<file path="config.mk">
export PLATFORM = sky130hd
export DESIGN_NAME = servo_status_packet_checker_top_flat
export DESIGN_NICKNAME = d
export VERILOG_FILES = /design/src/rtl/sspc_pkg.sv /design/src/rtl/sspc_ifs.sv /design/src/rtl/sspc_front.sv /design/src/rtl/sspc_queue.sv /design/src/rtl/sspc_back.sv /design/src/rtl/servo_status_packet_checker_top.sv /design/src/flat_wrapper.sv
export SDC_FILE = /design/constraint.sdc
export NUM_CORES = 1
export LEC_CHECK = 0
export BUFFER_PORTS_ARGS = -buffer_cell sky130_fd_sc_hd__buf_2
export CORE_MARGIN = 10
export CORE_UTILIZATION = 61
export DETAILED_ROUTE_END_ITERATION = 10
export GPL_ROUTABILITY_DRIVEN = 0
export GPL_TIMING_DRIVEN = 0
export PLACE_DENSITY = 0.77
export SYNTH_ARGS = -nofsm -noshare
export SYNTH_HDL_FRONTEND = slang
export SYNTH_SLANG_ARGS = --single-unit
</file>
<file path="constraint.sdc">
create_clock -name clk -period 7.6 [get_ports clk]
set_clock_uncertainty 0.1 [all_clocks]
set_input_delay 1.52 -clock clk [delete_from_list [all_inputs] [get_ports clk]]
set_output_delay 1.52 -clock clk [all_outputs]
set_load 0.05 [all_outputs]
</file>
<file path="src/rtl/sspc_pkg.sv">
package sspc_pkg;

  // Packet geometry.
  localparam int MAX_PACKET_BYTES_DEF = 13;
  localparam int MAX_RUN              = 7;
  localparam int PIDX_W               = 3;
  localparam int PARAM_POS            = 3;
  localparam int LEN_W                = 9;
  localparam int QUEUE_DEPTH          = 2;

  localparam logic [7:0] HEADER_BYTE = 8'hFF;
  localparam logic [7:0] SUM_GOOD    = 8'hFF;

  typedef enum logic {
    CMD_BYTE = 1'b0,
    CMD_IDLE = 1'b1
  } cmd_t;

  // Everything the back end needs to emit the run of one closed packet.
  typedef struct packed {
    logic                           found;
    logic [7:0]                     sid;
    logic [7:0]                     dstat;
    logic                           header_bad;
    logic                           length_bad;
    logic                           checksum_bad;
    logic                           id_mismatch;
    logic [PIDX_W-1:0]              nparams;
    logic [MAX_RUN-1:0][7:0]        params;
  } summary_t;

endpackage

</file>
<file path="src/rtl/sspc_ifs.sv">
interface sspc_in_if;
  logic       valid;
  logic       ready;
  logic       command;
  logic [7:0] rx_byte;

  modport source (output valid, output command, output rx_byte, input ready);
  modport sink   (input valid, input command, input rx_byte, output ready);
endinterface

interface sspc_out_if;
  logic       valid;
  logic       ready;
  logic       packet_found;
  logic [7:0] reply_id;
  logic [7:0] device_status;
  logic       header_bad;
  logic       length_bad;
  logic       checksum_bad;
  logic       id_mismatch;
  logic       param_valid;
  logic [2:0] param_index;
  logic [7:0] param_byte;
  logic       last;

  modport source (output valid, output packet_found, output reply_id, output device_status,
                  output header_bad, output length_bad, output checksum_bad,
                  output id_mismatch, output param_valid, output param_index,
                  output param_byte, output last, input ready);
  modport sink   (input valid, input packet_found, input reply_id, input device_status,
                  input header_bad, input length_bad, input checksum_bad,
                  input id_mismatch, input param_valid, input param_index,
                  input param_byte, input last, output ready);
endinterface

interface sspc_cfg_if;
  logic       valid;
  logic       ready;
  logic [7:0] data;

  modport source (output valid, output data, input ready);
  modport sink   (input valid, input data, output ready);
endinterface

</file>
<file path="src/rtl/sspc_front.sv">
module sspc_front #(
  parameter int MAX_PACKET_BYTES = sspc_pkg::MAX_PACKET_BYTES_DEF
) (
  input  logic              clk,
  input  logic              rst,
  sspc_in_if.sink           req,
  sspc_cfg_if.sink          cfg,
  output logic              push,
  output sspc_pkg::summary_t push_data,
  input  logic              full
);
  import sspc_pkg::*;

  localparam int CW = $clog2(MAX_PACKET_BYTES + 1);

  logic [CW-1:0]           byte_count, byte_count_next;
  logic [CW-1:0]           ff_count, ff_count_next;
  logic                    in_header, in_header_next;
  logic [7:0]              sid, sid_next;
  logic [7:0]              len, len_next;
  logic [7:0]              dstat, dstat_next;
  logic [7:0]              sum, sum_next;
  logic [MAX_RUN-1:0][7:0] params, params_next;
  logic [7:0]              expected_id;

  logic                    accept;
  logic                    take_byte;
  logic [CW-1:0]           pos;
  logic [CW-1:0]           rest;
  logic [LEN_W-1:0]        over;

  assign req.ready = !full;
  assign cfg.ready = 1'b1;
  assign accept    = req.valid && req.ready;
  assign take_byte = accept && (req.command == CMD_BYTE) &&
                     (byte_count < CW'(MAX_PACKET_BYTES));
  assign pos       = byte_count - ff_count;

  always_comb begin
    byte_count_next = byte_count;
    ff_count_next   = ff_count;
    in_header_next  = in_header;
    sid_next        = sid;
    len_next        = len;
    dstat_next      = dstat;
    sum_next        = sum;
    params_next     = params;
    push            = 1'b0;
    push_data       = '0;
    rest            = '0;
    over            = '0;

    if (take_byte) begin
      byte_count_next = byte_count + CW'(1);
      if (in_header && req.rx_byte == HEADER_BYTE) begin
        ff_count_next = ff_count + CW'(1);
      end else begin
        in_header_next = 1'b0;
        if (pos == CW'(0)) sid_next = req.rx_byte;
        if (pos == CW'(1)) len_next = req.rx_byte;
        if (pos == CW'(2)) dstat_next = req.rx_byte;
        for (int j = 0; j < MAX_RUN; j++) begin
          if (LEN_W'(pos) == LEN_W'(j + PARAM_POS)) params_next[j] = req.rx_byte;
        end
        // The checksum covers id onwards for length-plus-two bytes.
        if (LEN_W'(pos) < LEN_W'(2) || LEN_W'(pos) < LEN_W'(len) + LEN_W'(2)) begin
          sum_next = sum + req.rx_byte;
        end
      end
    end

    if (accept && (req.command == CMD_IDLE || byte_count_next == CW'(MAX_PACKET_BYTES))) begin
      push = 1'b1;
      rest = byte_count_next - ff_count_next;
      if (rest != '0) begin
        push_data.found        = 1'b1;
        push_data.sid          = sid_next;
        push_data.dstat        = dstat_next;
        push_data.header_bad   = (ff_count_next != CW'(2));
        push_data.length_bad   = (LEN_W'(rest) != LEN_W'(len_next) + LEN_W'(2));
        push_data.checksum_bad = (sum_next != SUM_GOOD);
        push_data.id_mismatch  = (sid_next != expected_id);
        push_data.params       = params_next;
        if (LEN_W'(rest) > LEN_W'(4)) begin
          over = LEN_W'(rest) - LEN_W'(4);
          push_data.nparams = (over > LEN_W'(MAX_RUN)) ? PIDX_W'(MAX_RUN) : over[PIDX_W-1:0];
        end
      end
      byte_count_next = '0;
      ff_count_next   = '0;
      in_header_next  = 1'b1;
      sid_next        = '0;
      len_next        = '0;
      dstat_next      = '0;
      sum_next        = '0;
    end
  end

  always_ff @(posedge clk) begin
    params <= params_next;
    if (rst) begin
      byte_count  <= '0;
      ff_count    <= '0;
      in_header   <= 1'b1;
      sid         <= '0;
      len         <= '0;
      dstat       <= '0;
      sum         <= '0;
      expected_id <= 8'd1;
    end else begin
      byte_count <= byte_count_next;
      ff_count   <= ff_count_next;
      in_header  <= in_header_next;
      sid        <= sid_next;
      len        <= len_next;
      dstat      <= dstat_next;
      sum        <= sum_next;
      if (cfg.valid && cfg.ready) begin
        expected_id <= cfg.data;
      end
    end
  end

endmodule

</file>
<file path="src/rtl/sspc_queue.sv">
module sspc_queue #(
  parameter int DEPTH = sspc_pkg::QUEUE_DEPTH
) (
  input  logic               clk,
  input  logic               rst,
  input  logic               push,
  input  sspc_pkg::summary_t push_data,
  output logic               full,
  input  logic               pop,
  output sspc_pkg::summary_t head,
  output logic               empty
);
  import sspc_pkg::*;

  localparam int PW = (DEPTH > 1) ? $clog2(DEPTH) : 1;
  localparam int NW = $clog2(DEPTH + 1);

  summary_t      slots [DEPTH];
  logic [PW-1:0] wr_ptr;
  logic [PW-1:0] rd_ptr;
  logic [NW-1:0] fill;
  logic          do_push;
  logic          do_pop;

  assign full    = (fill == NW'(DEPTH));
  assign empty   = (fill == '0);
  assign do_push = push && !full;
  assign do_pop  = pop && !empty;
  assign head    = slots[rd_ptr];

  always_ff @(posedge clk) begin
    if (do_push) begin
      slots[wr_ptr] <= push_data;
    end
    if (rst) begin
      wr_ptr <= '0;
      rd_ptr <= '0;
      fill   <= '0;
    end else begin
      if (do_push) begin
        wr_ptr <= (wr_ptr == PW'(DEPTH - 1)) ? '0 : wr_ptr + PW'(1);
      end
      if (do_pop) begin
        rd_ptr <= (rd_ptr == PW'(DEPTH - 1)) ? '0 : rd_ptr + PW'(1);
      end
      fill <= fill + NW'(do_push) - NW'(do_pop);
    end
  end

endmodule

</file>
<file path="src/rtl/sspc_back.sv">
module sspc_back (
  input  logic               clk,
  input  logic               rst,
  input  logic               empty,
  input  sspc_pkg::summary_t head,
  output logic               pop,
  sspc_out_if.source         rsp
);
  import sspc_pkg::*;

  logic [PIDX_W-1:0] k;
  logic              has_params;
  logic              is_last;
  logic              fire;

  assign has_params = (head.nparams != '0);
  assign is_last    = !has_params || (k == head.nparams - PIDX_W'(1));
  assign fire       = rsp.valid && rsp.ready;
  assign pop        = fire && is_last;

  assign rsp.valid         = !empty;
  assign rsp.packet_found  = head.found;
  assign rsp.reply_id      = head.sid;
  assign rsp.device_status = head.dstat;
  assign rsp.header_bad    = head.header_bad;
  assign rsp.length_bad    = head.length_bad;
  assign rsp.checksum_bad  = head.checksum_bad;
  assign rsp.id_mismatch   = head.id_mismatch;
  assign rsp.param_valid   = has_params;
  assign rsp.param_index   = has_params ? k : '0;
  assign rsp.param_byte    = has_params ? head.params[k] : '0;
  assign rsp.last          = is_last;

  always_ff @(posedge clk) begin
    if (rst) begin
      k <= '0;
    end else if (fire) begin
      k <= is_last ? '0 : k + PIDX_W'(1);
    end
  end

endmodule

</file>
<file path="src/rtl/servo_status_packet_checker_top.sv">
// Latency: a byte word is absorbed in the cycle it is accepted; if the queue was empty, the
// first result word of a closed packet is offered on the cycle after the close is accepted.
// Throughput: one input word per cycle while the two-entry summary queue has room; a close
// emits its one to seven result words from the queue head, one per cycle while rsp is ready.
// Reset: synchronous rst empties the queue, clears the packet counters and sums, re-arms
// header detection and sets expected_id to 1.
module servo_status_packet_checker_top #(
  parameter int MAX_PACKET_BYTES = sspc_pkg::MAX_PACKET_BYTES_DEF
) (
  input logic       clk,
  input logic       rst,
  sspc_in_if.sink   req,
  sspc_cfg_if.sink  cfg,
  sspc_out_if.source rsp
);
  import sspc_pkg::*;

  // The front end tracks the packet as bytes arrive, so that at close the whole
  // summary, including the parameter bytes, is ready in the cycle of the closing word.
  summary_t push_data;
  summary_t head;
  logic     push;
  logic     full;
  logic     pop;
  logic     empty;

  sspc_front #(
    .MAX_PACKET_BYTES(MAX_PACKET_BYTES)
  ) u_front (
    .clk       (clk),
    .rst       (rst),
    .req       (req),
    .cfg       (cfg),
    .push      (push),
    .push_data (push_data),
    .full      (full)
  );

  // The queue lets new bytes be taken while an earlier packet's run still drains.
  sspc_queue #(
    .DEPTH(QUEUE_DEPTH)
  ) u_queue (
    .clk       (clk),
    .rst       (rst),
    .push      (push),
    .push_data (push_data),
    .full      (full),
    .pop       (pop),
    .head      (head),
    .empty     (empty)
  );

  // The back end walks the head packet's parameter bytes, one word per cycle while ready.
  sspc_back u_back (
    .clk   (clk),
    .rst   (rst),
    .empty (empty),
    .head  (head),
    .pop   (pop),
    .rsp   (rsp)
  );

endmodule

</file>
<file path="src/flat_wrapper.sv">
// flat-port wrapper written by rule: the top's interface ports become plain ports
module servo_status_packet_checker_top_flat import sspc_pkg::*;
#(
  parameter int MAX_PACKET_BYTES = sspc_pkg::MAX_PACKET_BYTES_DEF
)
  (clk, rst, req_valid, req_command, req_rx_byte, req_ready, cfg_valid, cfg_data, cfg_ready, rsp_valid, rsp_packet_found, rsp_reply_id, rsp_device_status, rsp_header_bad, rsp_length_bad, rsp_checksum_bad, rsp_id_mismatch, rsp_param_valid, rsp_param_index, rsp_param_byte, rsp_last, rsp_ready);
  sspc_in_if req_i ();
  sspc_cfg_if cfg_i ();
  sspc_out_if rsp_i ();
  input logic clk;
  input logic rst;
  input wire logic [$bits(req_i.valid)-1:0] req_valid;
  input wire logic [$bits(req_i.command)-1:0] req_command;
  input wire logic [$bits(req_i.rx_byte)-1:0] req_rx_byte;
  output wire logic [$bits(req_i.ready)-1:0] req_ready;
  input wire logic [$bits(cfg_i.valid)-1:0] cfg_valid;
  input wire logic [$bits(cfg_i.data)-1:0] cfg_data;
  output wire logic [$bits(cfg_i.ready)-1:0] cfg_ready;
  output wire logic [$bits(rsp_i.valid)-1:0] rsp_valid;
  output wire logic [$bits(rsp_i.packet_found)-1:0] rsp_packet_found;
  output wire logic [$bits(rsp_i.reply_id)-1:0] rsp_reply_id;
  output wire logic [$bits(rsp_i.device_status)-1:0] rsp_device_status;
  output wire logic [$bits(rsp_i.header_bad)-1:0] rsp_header_bad;
  output wire logic [$bits(rsp_i.length_bad)-1:0] rsp_length_bad;
  output wire logic [$bits(rsp_i.checksum_bad)-1:0] rsp_checksum_bad;
  output wire logic [$bits(rsp_i.id_mismatch)-1:0] rsp_id_mismatch;
  output wire logic [$bits(rsp_i.param_valid)-1:0] rsp_param_valid;
  output wire logic [$bits(rsp_i.param_index)-1:0] rsp_param_index;
  output wire logic [$bits(rsp_i.param_byte)-1:0] rsp_param_byte;
  output wire logic [$bits(rsp_i.last)-1:0] rsp_last;
  input wire logic [$bits(rsp_i.ready)-1:0] rsp_ready;
  assign req_i.valid = req_valid;
  assign req_i.command = req_command;
  assign req_i.rx_byte = req_rx_byte;
  assign req_ready = req_i.ready;
  assign cfg_i.valid = cfg_valid;
  assign cfg_i.data = cfg_data;
  assign cfg_ready = cfg_i.ready;
  assign rsp_valid = rsp_i.valid;
  assign rsp_packet_found = rsp_i.packet_found;
  assign rsp_reply_id = rsp_i.reply_id;
  assign rsp_device_status = rsp_i.device_status;
  assign rsp_header_bad = rsp_i.header_bad;
  assign rsp_length_bad = rsp_i.length_bad;
  assign rsp_checksum_bad = rsp_i.checksum_bad;
  assign rsp_id_mismatch = rsp_i.id_mismatch;
  assign rsp_param_valid = rsp_i.param_valid;
  assign rsp_param_index = rsp_i.param_index;
  assign rsp_param_byte = rsp_i.param_byte;
  assign rsp_last = rsp_i.last;
  assign rsp_i.ready = rsp_ready;
  servo_status_packet_checker_top #(.MAX_PACKET_BYTES(MAX_PACKET_BYTES)) u_core (.clk(clk), .rst(rst), .req(req_i), .cfg(cfg_i), .rsp(rsp_i));
endmodule
</file>
==> results.cfg <==
[run_status]
status = finished, final reports clean

[sta]
max_freq_ghz = 0.1807
finalSetupViolations = 0
finalHoldViolations = 0
fin_crit_sh = 0.7281
maxSlewHeadroom = 0.3681
hold_ws_ns = 0.3695
tightestPinTransition_ns = 0.9478
drv_slew = 0
rsz0062_at_grt = false
fin_crit_ns = 5.534

[routing]
wl_um = 25840
num_vias = 7269
wl_per_cell_um = 20.35
drtIter0Drc = 562
remaining_drc_errors = 0
firstDrtPassIters = 5
drtAntennaViolNets = 0
vias_per_cell = 5.724

[grt]
antenna_found_initial = 1
grt_pass1_vias = 7429
grt_pass1_wl_um = 40740
grt_max_degree = 55
grt_overflow_total = 0
grtUsageTotal = 0.1983

[worst_hold_path]
worstHoldEndpoint = u_core.u_front.params[9]
holdCritStartpoint = u_core.u_front.params[9]
hp-class = reg -> reg
min_path_cells = 1

[setup_path]
cp.arrival_ns = 3.91
cpLargestDelayFamily = buffers and inverters
cp_max_fo = 10
worstPathRequired_ns = 5.98
critPathSlowestCell = clkbuf_1
crit_chain = buf_2 -> clkbuf_1 -> clkbuf_1 -> mux2i_1 -> ha_1 -> xor2_1 -> a31oi_1 -> inv_1 -> buf_2
rrSetupSlack_ns = 3.07
startpoint_type = flop
regToRegStartpoint = u_core.u_front.byte_count[0]
critPathMaxStageDelay_ns = 0.64
r2r_end = u_core.u_queue.slots[0][61]
cp.depth = 9
r2r_cells = 18
crit_path_end_kind = output port
critPathKind = reg -> out
crit_buf_inv = 5

[placement]
place.port_buffers = 56
place_hpwl_um = 17440

[logic_synthesis]
ys.flop_type = edfxtp_1
seq_area_frac_synth = 0.5856
yosysMostFrequentCell = edfxtp_1
synth_top_cells_by_count = edfxtp_1 (160), dfxtp_1 (113), nor2_1 (99), mux2_2 (73), nor2b_1 (64)
synth_largest_area_cell = edfxtp_1
netlist_area_um2 = 12070
synth.distinct_cells = 71
post_synth_main_area_contributors = edfxtp_1 (40%), dfxtp_1 (19%), mux2_2 (6.8%)
synth-seq-cells = 273
yosysWarningCount = 0
synth_cells = 895
synthArstFlopShare = 0
synth_nets = 946
syn_avg_cell_area_um2 = 13.48
synth_edf_count = 160
netlist.area_leader.share = 0.3982

[clock_tree]
clk_latency_ns = 0.53
root_buffer = clkbuf_16
cts_made_buffers = 27
cts_tree = yes
ctsHtreeMaxLevel = 1
post-cts-setup-buffer-count = 0
cts_hold_buf = 0
path_clk_slew_ns = 0.06
cts_resized = 0
numClockSinks = 273
clk_path_buf_depth = 3

[finish]
fin_nets = 1034
finalCoreUtilization = 0.7024
area_delta_synth_final_pct = 13.29
num-fill-cells = 1390
drive_above_1_share = 0.2540

[die]
dieWidth_um = 160.6
start_util = 0.6200
ios = 59
fp.dieH_um = 160.6
core_um2 = 19460
fp-row-count = 51
dieArea_um2 = 25810

[power]
peakVddDrop_mv = 0.1635
leakage_uw = 0.005247
power_density_nw_per_um2 = 250.0

[run]
maxCapViolations = 0
-- final cells by class --
| cell class | count | area, um^2 | share of cell area |
|---|---|---|---|
| Buffer | 44 | 231.5 | 0.01693 |
| Multi-Input combinational cell | 544 | 4651 | 0.3402 |
| Tap cell | 265 | 331.6 | 0.02425 |
| Antenna cell | 1 | 2.502 | 0.0001830 |
| Inverter | 34 | 127.6 | 0.009336 |
| Timing Repair Buffer | 59 | 347.8 | 0.02544 |
| Sequential cell | 273 | 7067 | 0.5169 |
| Clock inverter | 19 | 211.5 | 0.01547 |
| Clock buffer | 31 | 700.7 | 0.05125 |
-- report_power, final --
part	switching, uW	leakage [uW]	internal [uW]
clock network	553	0.000444	801
registers	20.8	0.00246	1620
logic	276	0.00235	148
total	849	0.00525	2570
-- cell families (layout without fill, tap and decap cells) --
| kind of cell | count (synthesis) | count (layout) | synth area share |
|---|---|---|---|
| AO/OA/AOI/OAI | 79 | 79 | 0.04438 |
| multiplexers | 162 | 162 | 0.1702 |
| AND/OR/NAND/NOR | 239 | 239 | 0.1078 |
| adder cells (fa/ha/maj) | 29 | 29 | 0.03194 |
| XOR/XNOR | 34 | 34 | 0.02997 |
| other | 1 | 2 | 0.0003108 |
| buffers and inverters | 78 | 187 | 0.02976 |
| flip-flops | 273 | 273 | 0.5856 |
-- worst register-to-register path: stages (launching register included) --
cell and delay, ns:
dfxtp_1 0.37, inv_1 0.11, ha_1 0.16, inv_1 0.06
fa_1 0.47, xnor2_2 0.36, inv_2 0.12, or4_4 0.43
buf_6 0.15, nor3_4 0.19, buf_6 0.20, mux2i_1 0.34
inv_1 0.08, ha_1 0.31, xor2_1 0.22, o211ai_1 0.13
a211o_1 0.25, nand3_1 0.10, a41oi_2 0.12
-- per-stage QoR --
step                      total power, uW  TNS, ns  area, um^2  cells  worst slack (ns)
after floorplan                      1977        0       12070    895             1.150
after global placement               2090  -107.11       12680   1216            -1.345
after detailed placement             2096        0       12760   1219             2.450
after CTS                            3435        0       13670   1269             2.002
after global routing                 3529        0       13670   1269             1.784
final                                3417        0       13670   1270             2.066
-- layer usage --
metal / GRT usage / vias to the layer above / share of wire
met1: 0.2580 / 3625 / 0.42
met2: 0.3390 / 194 / 0.50
met5: 0 / - / 0
li1: - / 3421 / -
met3: 0.03349 / 29 / 0.059
met4: 0.04716 / 0 / 0.016
-- worst max-delay path by stage --
stage              startpoint                          end
2_1_floorplan       req_valid   u_core.u_queue.slots[0][0]
3_3_place_gp      req_command  u_core.u_queue.slots[0][62]
3_5_place_dp   req_rx_byte[3]  u_core.u_queue.slots[1][41]
4_1_cts                  flop                     rsp_last
5_1_grt                  flop                     rsp_last
6_report                 flop                     rsp_last
-- cell usage in the layout (no fill, tap or decap), drive strengths merged, types with 3 or more instances in the layout --
cell / Yosys / routed
edfxtp: 160 / 160
a31oi: 5 / 5
o22ai: 9 / 9
a21o: 4 / 4
o21ai: 12 / 12
fa: 3 / 3
bufinv: 0 / 4
buf: 22 / 81
nand2b: 5 / 5
clkinvlp: 0 / 3
nor3: 8 / 8
mux2i: 57 / 57
nand3: 13 / 13
ha: 26 / 26
nand4: 10 / 10
a211oi: 4 / 4
xor2: 13 / 13
and3: 6 / 6
mux4: 24 / 24
nand2: 12 / 12
and2: 6 / 6
o31ai: 3 / 3
or3: 3 / 3
clkbuf: 22 / 53
clkinv: 0 / 10
inv: 34 / 36
nor2: 99 / 99
xnor2: 19 / 19
nor2b: 65 / 65
or2: 3 / 3
mux2: 81 / 81
a21oi: 24 / 24
dfxtp: 113 / 113
-- registers in the layout, indices dropped and copies added (netlist names), named ones only --
name                        count
u_core.u_front.sid              8
u_core.u_queue.rd_ptr           1
u_core.u_queue.slots          160
u_core.u_front.sum              8
u_core.u_back.k                 3
u_core.u_front.ff_count         3
u_core.u_front.dstat            8
u_core.u_front.byte_count       4
u_core.u_queue.wr_ptr           1
u_core.u_front.in_header        1
u_core.u_front.len              8
u_core.u_front.expected_id      8
u_core.u_front.params          56
u_core.u_queue.fill             2
Power figures use the tool's default switching activity.
